==> config.mk <==
export PLATFORM = sky130hd
export DESIGN_NAME = cnv_fifo
export DESIGN_NICKNAME = d
export VERILOG_FILES = /design/src/hw/rtl/cnv_fifo.sv
export SDC_FILE = /design/constraint.sdc
export NUM_CORES = 1
export LEC_CHECK = 0
export ABC_AREA = 0
export BUFFER_PORTS_ARGS = -buffer_cell sky130_fd_sc_hd__buf_2
export CELL_PAD_IN_SITES_DETAIL_PLACEMENT = 1
export CELL_PAD_IN_SITES_GLOBAL_PLACEMENT = 1
export CORE_ASPECT_RATIO = 0.5
export CORE_UTILIZATION = 49
export CTS_BUF_LIST = sky130_fd_sc_hd__clkbuf_8
export DETAILED_ROUTE_END_ITERATION = 12
export PLACE_DENSITY = 0.81
export SYNTH_ARGS = -nofsm -noshare
export SYNTH_HDL_FRONTEND = slang
export SYNTH_SLANG_ARGS = --single-unit
==> constraint.sdc <==
create_clock -name i_clk -period 2.95 [get_ports i_clk]
set_input_delay 0.4425 -clock i_clk [delete_from_list [all_inputs] [get_ports i_clk]]
set_output_delay 0.4425 -clock i_clk [all_outputs]
set_load 0.1 [all_outputs]
==> src/hw/rtl/cnv_fifo.sv <==
// Small synchronous queue with a fill level output.
`timescale 1ns / 1ps

module cnv_fifo #(
    parameter int WIDTH = 8,
    parameter int DEPTH = 4
) (
    input  logic                         i_clk,
    input  logic                         i_rst_n,
    input  logic                         i_push,
    input  logic [WIDTH-1:0]             i_data,
    input  logic                         i_pop,
    output logic [WIDTH-1:0]             o_data,
    output logic                         o_empty,
    output logic                         o_full,
    output logic [$clog2(DEPTH+1)-1:0]   o_level
);

    localparam int PW = $clog2(DEPTH);
    localparam int LW = $clog2(DEPTH + 1);

    logic [WIDTH-1:0] r_mem [DEPTH];
    logic [PW-1:0]    r_wr;
    logic [PW-1:0]    r_rd;
    logic [LW-1:0]    r_level;
    logic             do_push;
    logic             do_pop;

    assign o_empty = (r_level == '0);
    assign o_full  = (r_level == LW'(DEPTH));
    assign o_level = r_level;
    assign o_data  = r_mem[r_rd];
    assign do_push = i_push && !o_full;
    assign do_pop  = i_pop && !o_empty;

    // Storage of the queued items.
    always_ff @(posedge i_clk) begin
        if (do_push) begin
            r_mem[r_wr] <= i_data;
        end
    end

    // Pointers and fill level.
    always_ff @(posedge i_clk) begin
        if (!i_rst_n) begin
            r_wr    <= '0;
            r_rd    <= '0;
            r_level <= '0;
        end else begin
            if (do_push) begin
                r_wr <= (r_wr == PW'(DEPTH - 1)) ? '0 : r_wr + 1'b1;
            end
            if (do_pop) begin
                r_rd <= (r_rd == PW'(DEPTH - 1)) ? '0 : r_rd + 1'b1;
            end
            if (do_push && !do_pop) begin
                r_level <= r_level + 1'b1;
            end else if (do_pop && !do_push) begin
                r_level <= r_level - 1'b1;
            end
        end
    end

    // The stages around the queue must never push into a full queue or pop an empty one.
    a_no_overflow: assert property (@(posedge i_clk) disable iff (!i_rst_n)
        i_push |-> !o_full) else $error("cnv_fifo: push while full");
    a_no_underflow: assert property (@(posedge i_clk) disable iff (!i_rst_n)
        i_pop |-> !o_empty) else $error("cnv_fifo: pop while empty");

endmodule

# Yosys cells after proc, flatten, opt, wreduce, memory -nomap -nowiden
# Memories as Yosys holds them, arrays and structs flattened. A register that Yosys moved wholly into a read port is not among the register bits.
# Cells that the tools add are included.
# classes
n_reduce_logical	10
n_mux	8
n_eq_ne	3
add_sub_neg	4
# op_table
cell	count
$mux 2	4
$mux 3	2
$add 2x1->2 const B	2
$eq 2x2->1 const B	2
$logic_and 1x1->1	4
$logic_not 1->1	4
$add 3x1->3 const B	1
$eq 3x3->1 const B	1
$logic_not 3->1	1
$sub 3x1->3 const B	1
$mux 1	2
$reduce_bool 2->1	1
# word_totals
memories	1
elab_cells	29
mem_bits_rw	32
inputBits	12
output_inout_bits	13
regBits	7
# memory_table
memory	words	width	read_ports	rd_clocked_by_memory_dff	write_ports	line_no	rtl
r_mem	4	8	1	1	1	22	logic [WIDTH-1:0] r_mem [DEPTH];

# Depth between registers and ports, before layout
# Gate-level depths: netlist (run 1).
# logic_depth
word_depth	7
depth_mapped	9
depth_no_buf	8

# Worst setup path after synthesis (run 1)
# OpenSTA, ideal clock, no wires.
# synth_path
kind	register to register
from	register r_level[2], in the netlist o_level[2]
to	register r_level[2], in the netlist o_level[2]
t_arrival_ps	3596
setup_ps	76
synth_period_minus_slack_ps	3672
stages_incl_launch_ff	10
path_buffers	1
required_time_ps	2874
slack_ps	-722
cell_sequence	dfxtp_1 > nor3b_2 > nor2b_1 > buf_2 > ha_1 > inv_1 > fa_1 > xor2_1 > or3_1 > a21boi_0
# synth_via
elab_chain_len	6
# synth_lines
item	line_no	rtl
start, declared	25	logic [LW-1:0] r_level;
start signal, assigned	57	r_level <= r_level + 1'b1;
start signal, assigned	59	r_level <= r_level - 1'b1;
$eq 3x3->1 *	30	assign o_full = (r_level == LW'(DEPTH));
net o_full	15	output logic o_full,
$logic_not 1->1 *	33	assign do_push = i_push && !o_full;
$logic_and 1x1->1 *	33	
net do_push	26	logic do_push;
$logic_not 1->1	58	end else if (do_pop && !do_push) begin
$logic_and 1x1->1	58	
$reduce_bool 2->1 (no line)	-	
# The timed path passes the listed nets; every way through them passes the cells marked *. The select of a mux whose other input is x is not followed.
# A chain may end at the register's enable or synchronous reset.

# Final worst setup path (run 1)
# layout_path
from	register r_level[0], in the netlist o_level[0]
to	register r_level[2], in the netlist o_level[2]
# layout_via
elab_chain_len	6
# layout_lines
item
parallel branches: the longest is 6 deep, another holds $sub 3x1->3
# Several ways; the timed one is not identified. The select of a mux whose other input is x is not followed.

==> results_dict.tcl, run 1 <==
set metrics [dict create \
    place_congestion 0.697 \
    min_from "i_data[3]" \
    crit_chain "o31ai_1 -> ha_1 -> inv_1 -> fa_1 -> xor2_1 -> or3_1 -> a21boi_0" \
    critPathLaunchType "register" \
    slew_headroom_pct 59.7 \
    fin_nets 139 \
    ys_top_cells_by_area "edfxtp_1, dfxtp_1, mux4_2" \
    grt_antenna_before_repair 0 \
    hold_depth 1 \
    synth-edff-count 32 \
    clock_latency_ns 0.28 \
    drtIter0Drc 32 \
    period_share_pct 82.6 \
    synthesis.nets 112 \
    via_count 850 \
    crit_fanout 6 \
    synth_area_sq_um 1630 \
    cts_buffers 5 \
    rows 14 \
    dr.pass1.iters 4 \
    ctsRootBufferMaster "clkbuf_8" \
    cts_resized 0 \
    setup_viol 0 \
    worstSetupPathType "register to register" \
    die_area_sq_um 3580 \
    core_region_area_sq_um 3080 \
    rr_endpoint "o_level[2]" \
    htreeDepth 2 \
    finalHoldViolCount 0 \
    clock-sinks 41 \
    via_per_inst 5.28 \
    crit_arrival_ns 2.64 \
    cap_viol_max_count 0 \
    yosys.cell_types.count 23 \
    ys_warn_count 0 \
    cts_setup_buffers 0 \
    reg2regPathDepth 7 \
    ys_ff_latch 41 \
    synthArstFlopShare_pct 0 \
    whs_endpoint "r_mem[2][3]" \
    start_util_pct 52.9 \
    ios 25 \
    worstPathRequired_ns 3.15 \
    drive_gt1_share_pct 35.5 \
    synth_cells 93 \
    avgSynthCellArea_sq_um 17.5 \
    worst_slew_pin_slew_ns 0.599 \
    worst_setup_path_end_kind "register" \
    wirelength_microns 2820 \
    syn2layout_area_growth_pct 16.8 \
    rsz0062_at_grt "no" \
    reg2reg_from "o_level[0]" \
    hpwl_microns 2100 \
    antenna_left 0 \
    clock-skew-final_ns 0.00854 \
    portBuffers 24 \
    grt_max_degree 13 \
    grt_pass1_wl_microns 4530 \
    cp_slowest_stage_delay_ns 0.55 \
    synth_commonest_cells "edfxtp_1, dfxtp_1, mux4_2, ha_1, nand2_1" \
    yosysTopAreaCell "edfxtp_1" \
    status "finished clean" \
    die_width_microns 83.6 \
    max_clock_freq_mhz 410 \
    ys_seq_area_share_pct 70.0 \
    cts_tree "yes" \
    fin_crit_ns 2.44 \
    dieHeight_microns 42.8 \
    hold_buffers 0 \
    rrSetupSlack_ns 0.51 \
    cts.clk_slew.worst_paths_ns 0.08 \
    final.setup.tns_ns 0 \
    antenna_cells 0 \
    synthFlopType "edfxtp_1" \
    critical_path_buf_inv_count 1 \
    synth_most_common_cell "edfxtp_1" \
    cp_slowest_cell "o31ai_1" \
    cts_buffer_depth 2 \
    grt_usage_pct 17.5 \
    path_delay_family "compound AO/OA/AOI/OAI gates" \
    grt_overflow_total 0 \
    drc 0 \
    slew_violations 0 \
    wl_per_cell_microns 17.5 \
    synth_top_area_share_pct 58.9 \
    grt_pass1_vias 917 \
    min_path_type "input pin to register" \
]
## placed cells by master, fill, tap and decap left out
| master | n |
|---|---|
| nor2b_1 | 2 |
| nor2_1 | 2 |
| nor3_2 | 1 |
| buf_2 | 24 |
| xnor2_1 | 1 |
| o21ai_0 | 3 |
| clkinv_1 | 1 |
| mux2i_1 | 3 |
| clkbuf_8 | 5 |
| dfxtp_1 | 6 |
| edfxtp_1 | 32 |
| mux4_2 | 8 |
| or3_1 | 1 |
| and2_1 | 5 |
| nor3b_4 | 1 |
| nand2_1 | 6 |
| xor2_1 | 1 |
| inv_1 | 4 |
| ha_1 | 6 |
| bufinv_16 | 1 |
| fa_1 | 1 |
| nand3_1 | 2 |
| a21boi_0 | 1 |
| o31ai_1 | 1 |
| dfxtp_2 | 3 |
## area by class of cell
cell class | count | area (sq um)
tap | 40 | 50.0
sequential | 41 | 1140
clock buffer | 5 | 68.8
clock inverter | 3 | 37.5
fill | 293 | 1180
multi-input combinational | 45 | 472
timing repair buffer | 24 | 120
inverter | 3 | 11.3
## routing by layer
layer  share of wire, %  GRT usage (%)
met5                  0              0
met4                1.4           5.08
met3                4.4           5.06
met2                 50           30.1
met1                 44           22.0
## cell families (layout without fill, tap and decap cells)
family	Yosys count	after routing	synth area share [%]
AO/OA/AOI/OAI	5	5	1.84
AND/OR/NAND/NOR	20	20	6.60
multiplexers	11	11	12.9
flip-flops	41	41	70.0
XOR/XNOR	2	2	1.07
buffers and inverters	7	35	1.76
adder cells (fa/ha/maj)	7	7	5.83
## worst register-to-register path, delay by kind of cell (launching register included)
kind / cells / cell delay, ns
AO/OA/AOI/OAI: 2 / 0.72
XOR/XNOR: 1 / 0.17
adder cells (fa/ha/maj): 2 / 0.72
buffers and inverters: 1 / 0.07
flip-flops: 1 / 0.37
AND/OR/NAND/NOR: 1 / 0.31
## per-stage QoR
| step | hold slack (ns) | cells | util, % | cell area, sq um | setup WS [ns] |
|---|---|---|---|---|---|
| 6_report | 0.379 | 161 | 61.8 | 1900 | 0.512 |
| 3_5_place_dp | 0.522 | 153 | 58.3 | 1800 | 0.534 |
| 2_1_floorplan | 0.468 | 93 | - | 1650 | 0.0199 |
| 3_3_place_gp | 0.505 | 153 | 58.3 | 1800 | 0.685 |
| 5_1_grt | 0.369 | 161 | 61.8 | 1900 | 0.352 |
| 4_1_cts | 0.373 | 161 | 61.8 | 1900 | 0.491 |
## flip-flops by register name, indices dropped and copies added (netlist names), named ones only
signal   flops
o_level      3
r_rd         2
r_wr         2
r_mem       32
## how the worst max path moves through the flow
| stage | cells past startpoint | from | endpoint |
|---|---|---|---|
| 2_1_floorplan | 9 | o_level[2] | o_level[2] |
| 3_3_place_gp | 8 | i_push | o_level[2] |
| 3_5_place_dp | 7 | o_level[1] | o_level[2] |
| 4_1_cts | 8 | o_level[2] | o_level[2] |
| 5_1_grt | 7 | o_level[0] | o_level[2] |
| 6_report | 7 | o_level[0] | o_level[2] |
Power of run 1 is not shown: default switching activity piles up to over one toggle a cycle in this logic, so the estimate is an artifact.
==> inputs of run 2 (changes only) <==
- ABC_AREA: 0 -> 1
- CORE_UTILIZATION: 49 -> 46
- clock period: 2.95 -> 2.5 ns (I/O delays scaled with it)
==> results_dict.tcl, run 2 <==
set metrics [dict create \
    finalHoldViolCount 0 \
    antenna_left 0 \
    worst_setup_path_end_kind "output port" \
    path_delay_family "flip-flops" \
    final.setup.tns_ns 0 \
    critical_path_buf_inv_count 2 \
    crit_chain "inv_2 -> o21ai_0 -> o22ai_1 -> buf_2" \
    synthArstFlopShare_pct 0 \
    period_share_pct 89.9 \
    cp_slowest_cell "dfxtp_1" \
    clock_latency_ns 0.29 \
    fin_nets 200 \
    synth_area_sq_um 1690 \
    grt_usage_pct 20.3 \
    final_cell_mix "nor2_1, edfxtp_1, buf_2, inv_1" \
    yosys.cell_types.count 18 \
    wirelength_microns 3590 \
    grt_overflow_total 0 \
    drtIter0Drc 52 \
    clock-sinks 41 \
    multi_input_area_sq_um 458 \
    start_util_pct 48.8 \
    die_width_microns 87.8 \
    status "finished clean" \
    via_count 1145 \
    largest-register "r_mem" \
    cts_buffer_depth 2 \
    dr.pass1.iters 4 \
    dieHeight_microns 44.9 \
    place_congestion 0.783 \
    fin_crit_ns 2.25 \
    hpwl_microns 2320 \
    cts.clk_slew.worst_paths_ns 0.08 \
    syn2layout_area_growth_pct 19.4 \
    slew_headroom_pct 63.3 \
    cts_setup_buffers 0 \
    hold_depth 1 \
    synth_cells 148 \
    dp_cells 225 \
    ios 25 \
    fillCellCount 383 \
    min_path_type "input pin to register" \
    grt_antenna_before_repair 0 \
    cp.depth 4 \
    synth_commonest_cells "nor2_1, edfxtp_1, inv_1, nand2_1, o21ai_0" \
    min_from "i_data[5]" \
    ys_top_cells_by_area "edfxtp_1, dfxtp_1, nor2_1" \
    cts_tree "yes" \
    crit_arrival_ns 1.87 \
    synth_top_area_share_pct 56.8 \
    htreeDepth 2 \
    worst_slew_pin_slew_ns 0.550 \
    reg2reg_from "o_level[1]" \
    ys_ff_latch 41 \
    synth_most_common_cell "nor2_1" \
    fin_cells 233 \
    rrSetupSlack_ns 0.55 \
    ys_seq_area_share_pct 67.4 \
    via_per_inst 4.91 \
    clock-skew-final_ns 0.00669 \
    cap_viol_max_count 0 \
    yosysTopAreaCell "edfxtp_1" \
    rows 15 \
    largest_reg_flops 32 \
    synth-edff-count 32 \
    rr_endpoint "o_level[2]" \
    cts_buffers 5 \
    drive_gt1_share_pct 22.5 \
    drc 0 \
    grt_pass1_wl_microns 5610 \
    wl_per_cell_microns 15.4 \
    whs_endpoint "r_mem[2][5]" \
    cts_resized 0 \
    max_clock_freq_mhz 445 \
    hold_buffers 0 \
    regArea_sq_um 1140 \
    synthesis.nets 167 \
    worstSetupPathType "register to output port" \
    ys_warn_count 0 \
    synthFlopType "edfxtp_1" \
    avgSynthCellArea_sq_um 11.4 \
    core_region_area_sq_um 3470 \
    setup_viol 0 \
    die_area_sq_um 3940 \
    grt_max_degree 18 \
    reg2regPathDepth 12 \
    ctsRootBufferMaster "clkbuf_8" \
    worstPathRequired_ns 2.12 \
    portBuffers 24 \
    antenna_cells 0 \
    layout_commonest_cell "nor2_1" \
    rsz0062_at_grt "no" \
    critPathLaunchType "register" \
    crit_fanout 17 \
    slew_violations 0 \
    grt_pass1_vias 1186 \
    cp_slowest_stage_delay_ns 0.67 \
]
run 2: cell count changes after synthesis, sizes merged, moves of 5 or more:
| cell | previous run | this run |
|---|---|---|
| mux4 | 8 | 0 |
| o21ai | 3 | 18 |
| nand2 | 6 | 15 |
| o22ai | 0 | 8 |
| nor2 | 2 | 33 |
| inv | 3 | 19 |
| and2 | 5 | 0 |
run 2: how the worst max path moves through the flow:
stage | to | slack, ns
floorplan | o_data[5] | 0.02
global placement | o_level[1] | 0.62
detailed placement | o_level[2] | 0.56
CTS | o_data[2] | 0.24
global route | o_data[0] | 0.08
finish | o_data[0] | 0.25
run 2: stage by stage:
| step | hold slack, ns | worst slack [ns] | instance area, sq um | utilization (%) |
|---|---|---|---|---|
| 4_1_cts | 0.297 | 0.245 | 2020 | 58.2 |
| 6_report | 0.300 | 0.252 | 2020 | 58.2 |
| 3_5_place_dp | 0.526 | 0.564 | 1880 | 54.3 |
| 3_3_place_gp | 0.516 | 0.624 | 1880 | 54.3 |
| 5_1_grt | 0.295 | 0.0805 | 2020 | 58.2 |
| 2_1_floorplan | 0.474 | 0.0238 | 1690 | - |
run 2: area by class of cell:
class / instances / share of cell area (%)
clock buffer: 5 / 3.40
clock inverter: 3 / 3.40
inverter: 19 / 3.53
multi-input combinational: 86 / 22.6
sequential: 41 / 56.4
tap: 51 / 3.16
timing repair buffer: 28 / 7.43
run 2: metal layers:
| metal | routed length (microns) | track usage (%) | up-vias |
|---|---|---|---|
| li1 | - | - | 569 |
| met1 | 1530 | 22.6 | 553 |
| met2 | 1930 | 40.0 | 19 |
| met3 | 102 | 4.39 | 4 |
| met4 | 30 | 5.90 | 0 |
| met5 | 0 | 0 | - |
run 2: kinds of logic after synthesis:
kind of cell | after synthesis | synth area share, %
buf+inv | 21 | 5.54
flops | 41 | 67.4
compound gates | 28 | 9.53
simple gates | 51 | 11.9
fa+ha+maj | 7 | 5.62
run 2: worst reg2reg max path, delay by kind of cell, from the launching register on:
family | cells | cell delay, ns
adder cells (fa/ha/maj) | 2 | 0.55
AND/OR/NAND/NOR | 7 | 0.74
buffers and inverters | 3 | 0.18
flip-flops | 1 | 0.41
Power of run 2 is left out for the same reason.
