File: src/hw/rtl/cnv_pkg.sv
// Shared types and constants of the 3x3 saturating convolution filter.
`timescale 1ns / 1ps

package cnv_pkg;

    // Field and register widths.
    localparam int PIX_W   = 8;
    localparam int POS_W   = 10;
    localparam int SIZE_W  = 11;
    localparam int ROI_W   = 27;
    localparam int COEF_W  = 16;
    localparam int KERN_W  = 48;
    localparam int TAPS    = 9;
    localparam int CFG_IDX_W = 3;

    // Arithmetic widths: a 16 x 9 bit signed product, and a sum of nine of them.
    localparam int PROD_W  = COEF_W + PIX_W + 1;
    localparam int SUM_W   = PROD_W + 4;
    localparam int PIX_MAX = 255;

    // Queue depths between the stages and in front of the result port.
    localparam int JOBQ_DEPTH = 4;
    localparam int JOBQ_LVL_W = $clog2(JOBQ_DEPTH + 1);
    localparam int OUTQ_DEPTH = 4;
    localparam int OUTQ_LVL_W = $clog2(OUTQ_DEPTH + 1);

    // Configuration register indexes.
    localparam logic [CFG_IDX_W-1:0] REG_IMAGE_WIDTH  = 3'd0;
    localparam logic [CFG_IDX_W-1:0] REG_IMAGE_HEIGHT = 3'd1;
    localparam logic [CFG_IDX_W-1:0] REG_ROI_X        = 3'd2;
    localparam logic [CFG_IDX_W-1:0] REG_ROI_Y        = 3'd3;
    localparam logic [CFG_IDX_W-1:0] REG_KERNEL_ROW0  = 3'd4;
    localparam logic [CFG_IDX_W-1:0] REG_KERNEL_ROW1  = 3'd5;
    localparam logic [CFG_IDX_W-1:0] REG_KERNEL_ROW2  = 3'd6;

    // Frame geometry as written by software.
    typedef struct packed {
        logic [SIZE_W-1:0] width;
        logic [SIZE_W-1:0] height;
        logic [ROI_W-1:0]  roi_x;
        logic [ROI_W-1:0]  roi_y;
    } t_geom;

    // Three kernel rows, top row at index 0.
    typedef logic [2:0][KERN_W-1:0] t_kernel;

    // One classified window waiting for the arithmetic.
    typedef struct packed {
        logic [TAPS-1:0][PIX_W-1:0] win;
        logic [POS_W-1:0]           col;
        logic [POS_W-1:0]           row;
        logic                       last;
    } t_job;

    // One finished result.
    typedef struct packed {
        logic [PIX_W-1:0] pixel;
        logic [POS_W-1:0] col;
        logic [POS_W-1:0] row;
        logic             last;
    } t_res;

endpackage

File: src/hw/rtl/cnv_fifo.sv
// Small synchronous queue with a fill level output.
`timescale 1ns / 1ps

module cnv_fifo #(
    parameter int WIDTH = 8,
    parameter int DEPTH = 4
) (
    input  logic                         i_clk,
    input  logic                         i_rst_n,
    input  logic                         i_push,
    input  logic [WIDTH-1:0]             i_data,
    input  logic                         i_pop,
    output logic [WIDTH-1:0]             o_data,
    output logic                         o_empty,
    output logic                         o_full,
    output logic [$clog2(DEPTH+1)-1:0]   o_level
);

    localparam int PW = $clog2(DEPTH);
    localparam int LW = $clog2(DEPTH + 1);

    logic [WIDTH-1:0] r_mem [DEPTH];
    logic [PW-1:0]    r_wr;
    logic [PW-1:0]    r_rd;
    logic [LW-1:0]    r_level;
    logic             do_push;
    logic             do_pop;

    assign o_empty = (r_level == '0);
    assign o_full  = (r_level == LW'(DEPTH));
    assign o_level = r_level;
    assign o_data  = r_mem[r_rd];
    assign do_push = i_push && !o_full;
    assign do_pop  = i_pop && !o_empty;

    // Storage of the queued items.
    always_ff @(posedge i_clk) begin
        if (do_push) begin
            r_mem[r_wr] <= i_data;
        end
    end

    // Pointers and fill level.
    always_ff @(posedge i_clk) begin
        if (!i_rst_n) begin
            r_wr    <= '0;
            r_rd    <= '0;
            r_level <= '0;
        end else begin
            if (do_push) begin
                r_wr <= (r_wr == PW'(DEPTH - 1)) ? '0 : r_wr + 1'b1;
            end
            if (do_pop) begin
                r_rd <= (r_rd == PW'(DEPTH - 1)) ? '0 : r_rd + 1'b1;
            end
            if (do_push && !do_pop) begin
                r_level <= r_level + 1'b1;
            end else if (do_pop && !do_push) begin
                r_level <= r_level - 1'b1;
            end
        end
    end

    // The stages around the queue must never push into a full queue or pop an empty one.
    a_no_overflow: assert property (@(posedge i_clk) disable iff (!i_rst_n)
        i_push |-> !o_full) else $error("cnv_fifo: push while full");
    a_no_underflow: assert property (@(posedge i_clk) disable iff (!i_rst_n)
        i_pop |-> !o_empty) else $error("cnv_fifo: pop while empty");

endmodule

File: src/hw/rtl/cnv_back.sv
// Back end: weighted sum of the window, clamp and result queue.
`timescale 1ns / 1ps

module cnv_back (
    input  logic             i_clk,
    input  logic             i_rst_n,
    input  cnv_pkg::t_job    i_job,
    input  logic             i_job_empty,
    output logic             o_job_pop,
    input  cnv_pkg::t_kernel i_kernel,
    output cnv_pkg::t_res    o_res,
    output logic             o_res_empty,
    input  logic             i_res_pop
);

    import cnv_pkg::*;

    // Stage P: nine products.
    logic                     r_p_valid;
    logic signed [PROD_W-1:0] r_p_prod [TAPS];
    logic [POS_W-1:0]         r_p_col, r_p_row;
    logic                     r_p_last;

    // Stage R: three row sums.
    logic                     r_r_valid;
    logic signed [SUM_W-1:0]  r_r_sum [3];
    logic [POS_W-1:0]         r_r_col, r_r_row;
    logic                     r_r_last;

    logic [OUTQ_LVL_W-1:0]    oq_level;
    logic                     oq_full;
    logic signed [SUM_W-1:0]  total;
    t_res                     res_in;

    // Take a job only if the result queue can hold everything in flight.
    assign o_job_pop = !i_job_empty &&
        (({1'b0, oq_level} + {{OUTQ_LVL_W{1'b0}}, r_p_valid}
          + {{OUTQ_LVL_W{1'b0}}, r_r_valid}) < (OUTQ_LVL_W + 1)'(OUTQ_DEPTH));

    // Stage valid bits.
    always_ff @(posedge i_clk) begin
        if (!i_rst_n) begin
            r_p_valid <= 1'b0;
            r_r_valid <= 1'b0;
        end else begin
            r_p_valid <= o_job_pop;
            r_r_valid <= r_p_valid;
        end
    end

    // Products: coefficient of tap k sits in bits 16(k%3)+15..16(k%3) of kernel row k/3.
    always_ff @(posedge i_clk) begin
        if (o_job_pop) begin
            for (int k = 0; k < TAPS; k++) begin
                r_p_prod[k] <= PROD_W'($signed(i_kernel[k / 3][(k % 3) * COEF_W +: COEF_W])
                                       * $signed({1'b0, i_job.win[k]}));
            end
            r_p_col  <= i_job.col;
            r_p_row  <= i_job.row;
            r_p_last <= i_job.last;
        end
    end

    // Row sums.
    always_ff @(posedge i_clk) begin
        if (r_p_valid) begin
            for (int i = 0; i < 3; i++) begin
                r_r_sum[i] <= SUM_W'(r_p_prod[3 * i]) + SUM_W'(r_p_prod[3 * i + 1])
                              + SUM_W'(r_p_prod[3 * i + 2]);
            end
            r_r_col  <= r_p_col;
            r_r_row  <= r_p_row;
            r_r_last <= r_p_last;
        end
    end

    // Final sum and clamp to the pixel range.
    assign total = r_r_sum[0] + r_r_sum[1] + r_r_sum[2];
    always_comb begin
        if (total[SUM_W-1]) begin
            res_in.pixel = '0;
        end else if (total > SUM_W'(PIX_MAX)) begin
            res_in.pixel = PIX_W'(PIX_MAX);
        end else begin
            res_in.pixel = total[PIX_W-1:0];
        end
        res_in.col  = r_r_col;
        res_in.row  = r_r_row;
        res_in.last = r_r_last;
    end

    // Result queue towards the output port.
    cnv_fifo #(
        .WIDTH ($bits(t_res)),
        .DEPTH (OUTQ_DEPTH)
    ) u_outq (
        .i_clk   (i_clk),
        .i_rst_n (i_rst_n),
        .i_push  (r_r_valid),
        .i_data  (res_in),
        .i_pop   (i_res_pop && !o_res_empty),
        .o_data  (o_res),
        .o_empty (o_res_empty),
        .o_full  (oq_full),
        .o_level (oq_level)
    );

    // Items in the arithmetic stages never outnumber the free result slots.
    a_credit: assert property (@(posedge i_clk) disable iff (!i_rst_n)
        ({1'b0, oq_level} + {{OUTQ_LVL_W{1'b0}}, r_p_valid} + {{OUTQ_LVL_W{1'b0}}, r_r_valid})
        <= (OUTQ_LVL_W + 1)'(OUTQ_DEPTH))
        else $error("cnv_back: result queue over-committed");
    a_push_room: assert property (@(posedge i_clk) disable iff (!i_rst_n)
        r_r_valid |-> !oq_full) else $error("cnv_back: result pushed into full queue");

endmodule

File: config.mk
export PLATFORM = sky130hd
export DESIGN_NAME = cnv_back
export DESIGN_NICKNAME = d
export VERILOG_FILES = /design/src/hw/rtl/cnv_pkg.sv /design/src/hw/rtl/cnv_fifo.sv /design/src/hw/rtl/cnv_back.sv
export SDC_FILE = /design/constraint.sdc
export NUM_CORES = 2
export LEC_CHECK = 0
export BUFFER_PORTS_ARGS = -buffer_cell sky130_fd_sc_hd__buf_4
export CORE_MARGIN = 10
export CORE_UTILIZATION = 30
export CTS_CLUSTER_SIZE = 25
export DETAILED_ROUTE_END_ITERATION = 6
export HOLD_SLACK_MARGIN = 0.05
export PLACE_DENSITY = 0.53
export SLEW_MARGIN = 20
export SYNTH_ARGS = -nofsm -noshare
export SYNTH_HDL_FRONTEND = slang
export SYNTH_HIERARCHICAL = 1
export SYNTH_SLANG_ARGS = --single-unit
File: constraint.sdc
create_clock -name i_clk -period 45.3 [get_ports i_clk]
set_clock_uncertainty 0.1 [all_clocks]
set_input_delay 6.795 -clock i_clk [delete_from_list [all_inputs] [get_ports i_clk]]
set_output_delay 6.795 -clock i_clk [all_outputs]
set_load 0.05 [all_outputs]
Word-level counts from Yosys, hierarchy flattened
Memories as Yosys holds them, arrays and structs flattened. A register that Yosys moved wholly into a read port is not among the register bits.
Index checks and enable logic that the tools add are counted.
W data, S select, Z words.
Operators by class
  add/sub/neg operators: 14
  eq/ne operators: 3
  multiply operators: 9
  mux-type cells: 14
  reduce and logical (&&, ||, !) cells: 13
  $lt $le $gt $ge: 2
Operators by type and width (number)
  $mul A16 B9 Y25: 9
  $add A26 B25 Y27: 3
  $add A25 B25 Y26: 3
  $add A29 B29 Y29: 2
  $gt A29 B9 Y1 const B: 1
  $mux W8: 2
  $mux W2: 4
  $logic_and A1 B1 Y1: 6
  $mux W1: 6
  $mux W3: 2
  $logic_not A1 Y1: 5
  $add A2 B1 Y2 const B: 2
  $add A3 B1 Y4: 1
  $add A4 B1 Y4: 1
  $eq A2 B2 Y1 const B: 2
  $lt A4 B3 Y1 const B: 1
  $add A3 B1 Y3 const B: 1
  $eq A3 B3 Y1 const B: 1
  $logic_not A3 Y1: 1
  $sub A3 B1 Y3 const B: 1
  $reduce_bool A2 Y1: 1
Storage, ports and cells
  RAM bits: 428
  output and inout bits: 31
  word-level logic and storage cells: 69
  input bits: 241
  memories: 3
  register bits after elaboration: 51
Memories
  r_p_prod: words 9, bits a word 25, read ports 9, clocked after memory_dff 0, wr ports 9, line cnv_back.sv:20  | logic signed [PROD_W-1:0] r_p_prod [TAPS];
  u_outq.r_mem: words 4, bits a word 29, read ports 1, clocked after memory_dff 1, wr ports 1, line cnv_fifo.sv:22  | logic [WIDTH-1:0] r_mem [DEPTH];
  r_r_sum: words 3, bits a word 29, read ports 3, clocked after memory_dff 0, wr ports 3, line cnv_back.sv:26  | logic signed [SUM_W-1:0] r_r_sum [3];

Logic depth before layout (Yosys ltp)
  word-level depth: 7
  mapped depth: 21
  gate-level depth less buffers: 20

Cells and area by module
The synthesis kept the hierarchy.
By module, submodules not included
  cnv_back: cells an instance 6001, area each 58842.7 um^2, seq. area each 10490.1 um^2, times used 1
  cnv_fifo: cells an instance 202, area each 4673.2 um^2, seq. area each 3663.5 um^2, times used 1

Worst setup path after synthesis
OpenSTA, ideal clock, no wires.
  kind: input to output
  start: input port i_job_empty
  end: output port o_job_pop
  stages: 1
  arrival time: 25722 ps
  slack: 12683 ps
  data required time: 38405 ps
  buffers on the path: 0
  cells stage by stage: a211oi_1
On the way
  cells in the longest elaborated chain, start to end: 2
RTL lines
  start: declaration: line cnv_back.sv:8  | input logic i_job_empty,
  $logic_not A1 Y1: line cnv_back.sv:36  | assign o_job_pop = !i_job_empty &&
  $logic_and A1 B1 Y1: line cnv_back.sv:36
  end: declaration: line cnv_back.sv:9  | output logic o_job_pop,
Every way passes these cells.

Final worst setup path
Ends and elaborated chain as after synthesis.

==> impl_metrics.toml <==
[route]
num_vias = 42206
totalWireLength_mm = 149
drtIter0Drc = 1992
drtPass1Iterations = 5
viasPerCell = 4.54
drt-wirelength-per-cell_um = 16.0
ant_nets = 0
drc = 0

[floorplanning]
die_h_um = 480
die_x_um = 480
dieArea_um2 = 231000
rows = 168
core-area_um2 = 210000
io_pins = 272
initial_core_util_pct = 30.2

[sta]
min_period_ns = 14.38
fmaxAchievable_mhz = 69.5
post-route-period-util_pct = 31.7
final-setup-viol-count = 0
hold_viol = 0
rsz0062_at_grt = "no"
maxSlewHeadroom_pct = 30.7
drv_slew = 0
tightest_slew_ns = 1.04
fin_setup_tns_ns = 0

[clocking]
postCtsResizedCells = 0
cts_setup_buffers = 0
postCtsHoldBufs = 0
insertion_delay_ns = 0.63
numCtsBuffers = 51
cts_tree = "done"
cts_root_buf = "clkbuf_16"
clk_path_buf_depth = 3
h-tree-depth = 2
clock_sinks = 475
clk_transition_reported_paths_ns = 0.06

[place]
gp_congestion = 0.811
portBuffers = 271
placed_area_um2 = 68800
dp_hpwl_mm = 124

[critical_path]
crit_path_frequent_cell = "buf_4"
max_stage_delay_ns = 0.30
r2r_slack_ns = 40.33
path_cells = "buf_4 > a211oi_4 > buf_4"
critPathLaunchType = "primary input"
critPathSlowestCell = "a211oi_4"
crit_arrival_ns = 7.48
critical_path_required_ns = 38.41
reg2reg_from = "r_r_sum[0][59]"
reg2reg_depth = 12
cp_num_buf_inv = 2
worstSetupEndpointType = "output pin"
cp_top_family = "buffers and inverters"
critPathMaxFanout = 2
regToRegEndpoint = "u_outq/r_mem[1][28]"
critical_path_class = "primary input to output pin"

[layout]
syn2layout_area_growth_pct = 11.2
drive_above_1_share_pct = 6.51
fillers = 21497
seq_area_um2 = 14200
fin_nets = 8271
finish.instance_area_um2 = 70600
multiInputGateArea_um2 = 44000

[yosys]
synth-main-ff-cell = "edfxtp_1"
synth_cells = 6203
ys_seq_area_share_pct = 22.3
syn-num-nets = 8028
syn-cell-area_um2 = 63500
synth_top_family_by_area = "adder cells"
synth_cell_types = 79
synth_edf_count = 464
synth_compound_area_share_pct = 6.31
synth_xor_area_share_pct = 3.67
synthAdderAreaFrac_pct = 43.3
synthSimpleGateAreaFrac_pct = 14.7
syn_area_per_cell_um2 = 10.2
synth_async_sr_flop_share_pct = 0
muxShareOfSynthArea_pct = 1.23
ys.warnings.count = 6
synth-seq-cells = 475

[global_routing]
gr-total-overflow = 0
grt_pass1_wl_mm = 244
grt_max_degree = 140
grt_usage_pct = 12.9
antenna_found_initial = 8
grt_pass1_vias = 44955

[pwr]
clkPwrFrac_pct = 8.1
p_switching_uw = 2720
ir_drop_mv = 0.0532
powerDensity_nw_per_um2 = 79.6
leakagePower_uw = 0.0331
pwr-share-comb_pct = 73.8
p_seq_share_pct = 18.1
switching_share_pct = 48.4
internal_power_uw = 2900

[worst_hold_path]
whs_path_depth = 0
hp-class = "flop to flop"
holdCritStartpoint = "r_p_col[7]"
hold_end = "r_r_col[7]"

[status]
status = "finished, final reports clean"

[flow_run]
maxCapViolations = 0
[kinds of logic after synthesis]
group	Yosys count
DFF	475
xor gates and xnor gates	266
AOI/OAI and AO/OA	611
adders and majority gates	1584
and+or+nand+nor	1791
buffers and inverters	1435
muxes	41
[per-layer routing]
metal	track usage, %	vias up	wire, um
met4	2.41	6	2830
met1	18.2	21341	70900
li1	-	20058	-
met3	1.51	147	5490
met2	21.4	654	69900
met5	0	-	32
[per-stage QoR]
step / cells / hold WS [ns] / power, uW / util (%) / worst slack (ns)
2_1_floorplan: 6203 / 0.300 / 4080 / - / 12.68
3_3_place_gp: 9198 / 0.306 / 5180 / 32.7 / 30.89
3_5_place_dp: 9198 / 0.307 / 5210 / 32.7 / 30.87
4_1_cts: 9292 / 0.324 / 5720 / 33.6 / 30.87
5_1_grt: 9292 / 0.325 / 6260 / 33.6 / 30.87
6_report: 9293 / 0.321 / 5620 / 33.6 / 30.92
[worst max-delay path by stage]
| stage | from | endpoint | slack [ns] | depth (start not counted) |
|---|---|---|---|---|
| after floorplan | i_job_empty | o_job_pop | 12.68 | 1 |
| after global placement | i_job_empty | o_job_pop | 30.89 | 3 |
| after detailed placement | i_job_empty | o_job_pop | 30.87 | 3 |
| after CTS | i_job_empty | o_job_pop | 30.87 | 3 |
| after global routing | i_job_empty | o_job_pop | 30.87 | 3 |
| final | i_job_empty | o_job_pop | 30.92 | 3 |
[cells in the mapped netlist (7+ instances only)]
library cell,number,area [um2]
or2_2,13,81.3
inv_1,1348,5060
fa_1,1025,20500
nand3_1,54,270
a21boi_0,12,90.1
mux2i_1,10,100
a211o_1,11,96.3
a31oi_1,22,138
a211oi_1,32,240
nor4_1,12,75.1
ha_1,559,6990
dfxtp_1,11,220
o21bai_1,24,180
edfxtp_1,464,13900
and2_1,732,4580
a21o_1,83,623
xnor2_1,215,1880
nand2b_1,32,200
nor2_1,150,563
or4_1,9,67.6
nor3_1,82,410
and3_1,37,231
a21oi_1,183,916
nand2_1,568,2130
clkbuf_1,81,304
o311ai_0,7,61.3
o21ai_0,97,485
mux4_2,28,631
xor2_1,51,447
o31ai_1,19,143
nand4_1,14,87.6
nor2b_1,35,219
o21a_1,37,278
or3_1,31,194
o211ai_1,8,60.1
[worst reg2reg max path, cell delays in order (launching register included)]
cell,delay (ns)
edfxtp_1,0.54
fa_1,0.50
ha_1,0.23
fa_1,0.46
a21o_1,0.23
a221oi_2,0.38
o211ai_2,0.19
a211o_1,0.41
a311o_1,0.34
o221ai_2,0.24
mux2i_1,0.15
nor4_4,0.53
a31oi_1,0.34
[flip-flops by register name, indices dropped and copies added, names as in the netlist, named ones only]
register	count
u_outq/r_wr	2
r_r_sum	81
u_outq/o_level	3
r_p_last	1
r_r_col	10
r_p_col	10
r_r_row	10
r_p_row	10
u_outq/r_mem	116
u_outq/r_rd	2
r_p_prod	225
r_r_valid	1
r_p_valid	1
r_r_last	1
[cell usage in the layout, fill, tap and decap left out, types with 82 or more instances in the layout]
cell type	count
a21o_1	83
a21oi_1	183
and2_1	728
buf_4	276
edfxtp_1	464
fa_1	1025
ha_1	559
inv_1	1348
nand2_1	568
nor2_1	150
nor3_1	82
o21ai_0	97
xnor2_1	215
[power by group through the flow]
stage	Clock (uW)	Combinational, uW	Sequential, uW
detailed placement	0	4180	1030
CTS	473	4220	1030
global route	489	4740	1040
floorplan	0	3100	973
finish	455	4150	1020
global placement	0	4150	1030
[final cells by class]
type | count | area share, %
multi-input combinational | 4293 | 62.2
sequential | 475 | 20.0
inverter | 1348 | 7.16
clock buffer | 58 | 1.84
timing repair buffer | 277 | 2.96
antenna | 1 | 0.00354
tap | 2805 | 4.97
clock inverter | 36 | 0.757
Note: power is estimated with default switching activity, not from simulation.
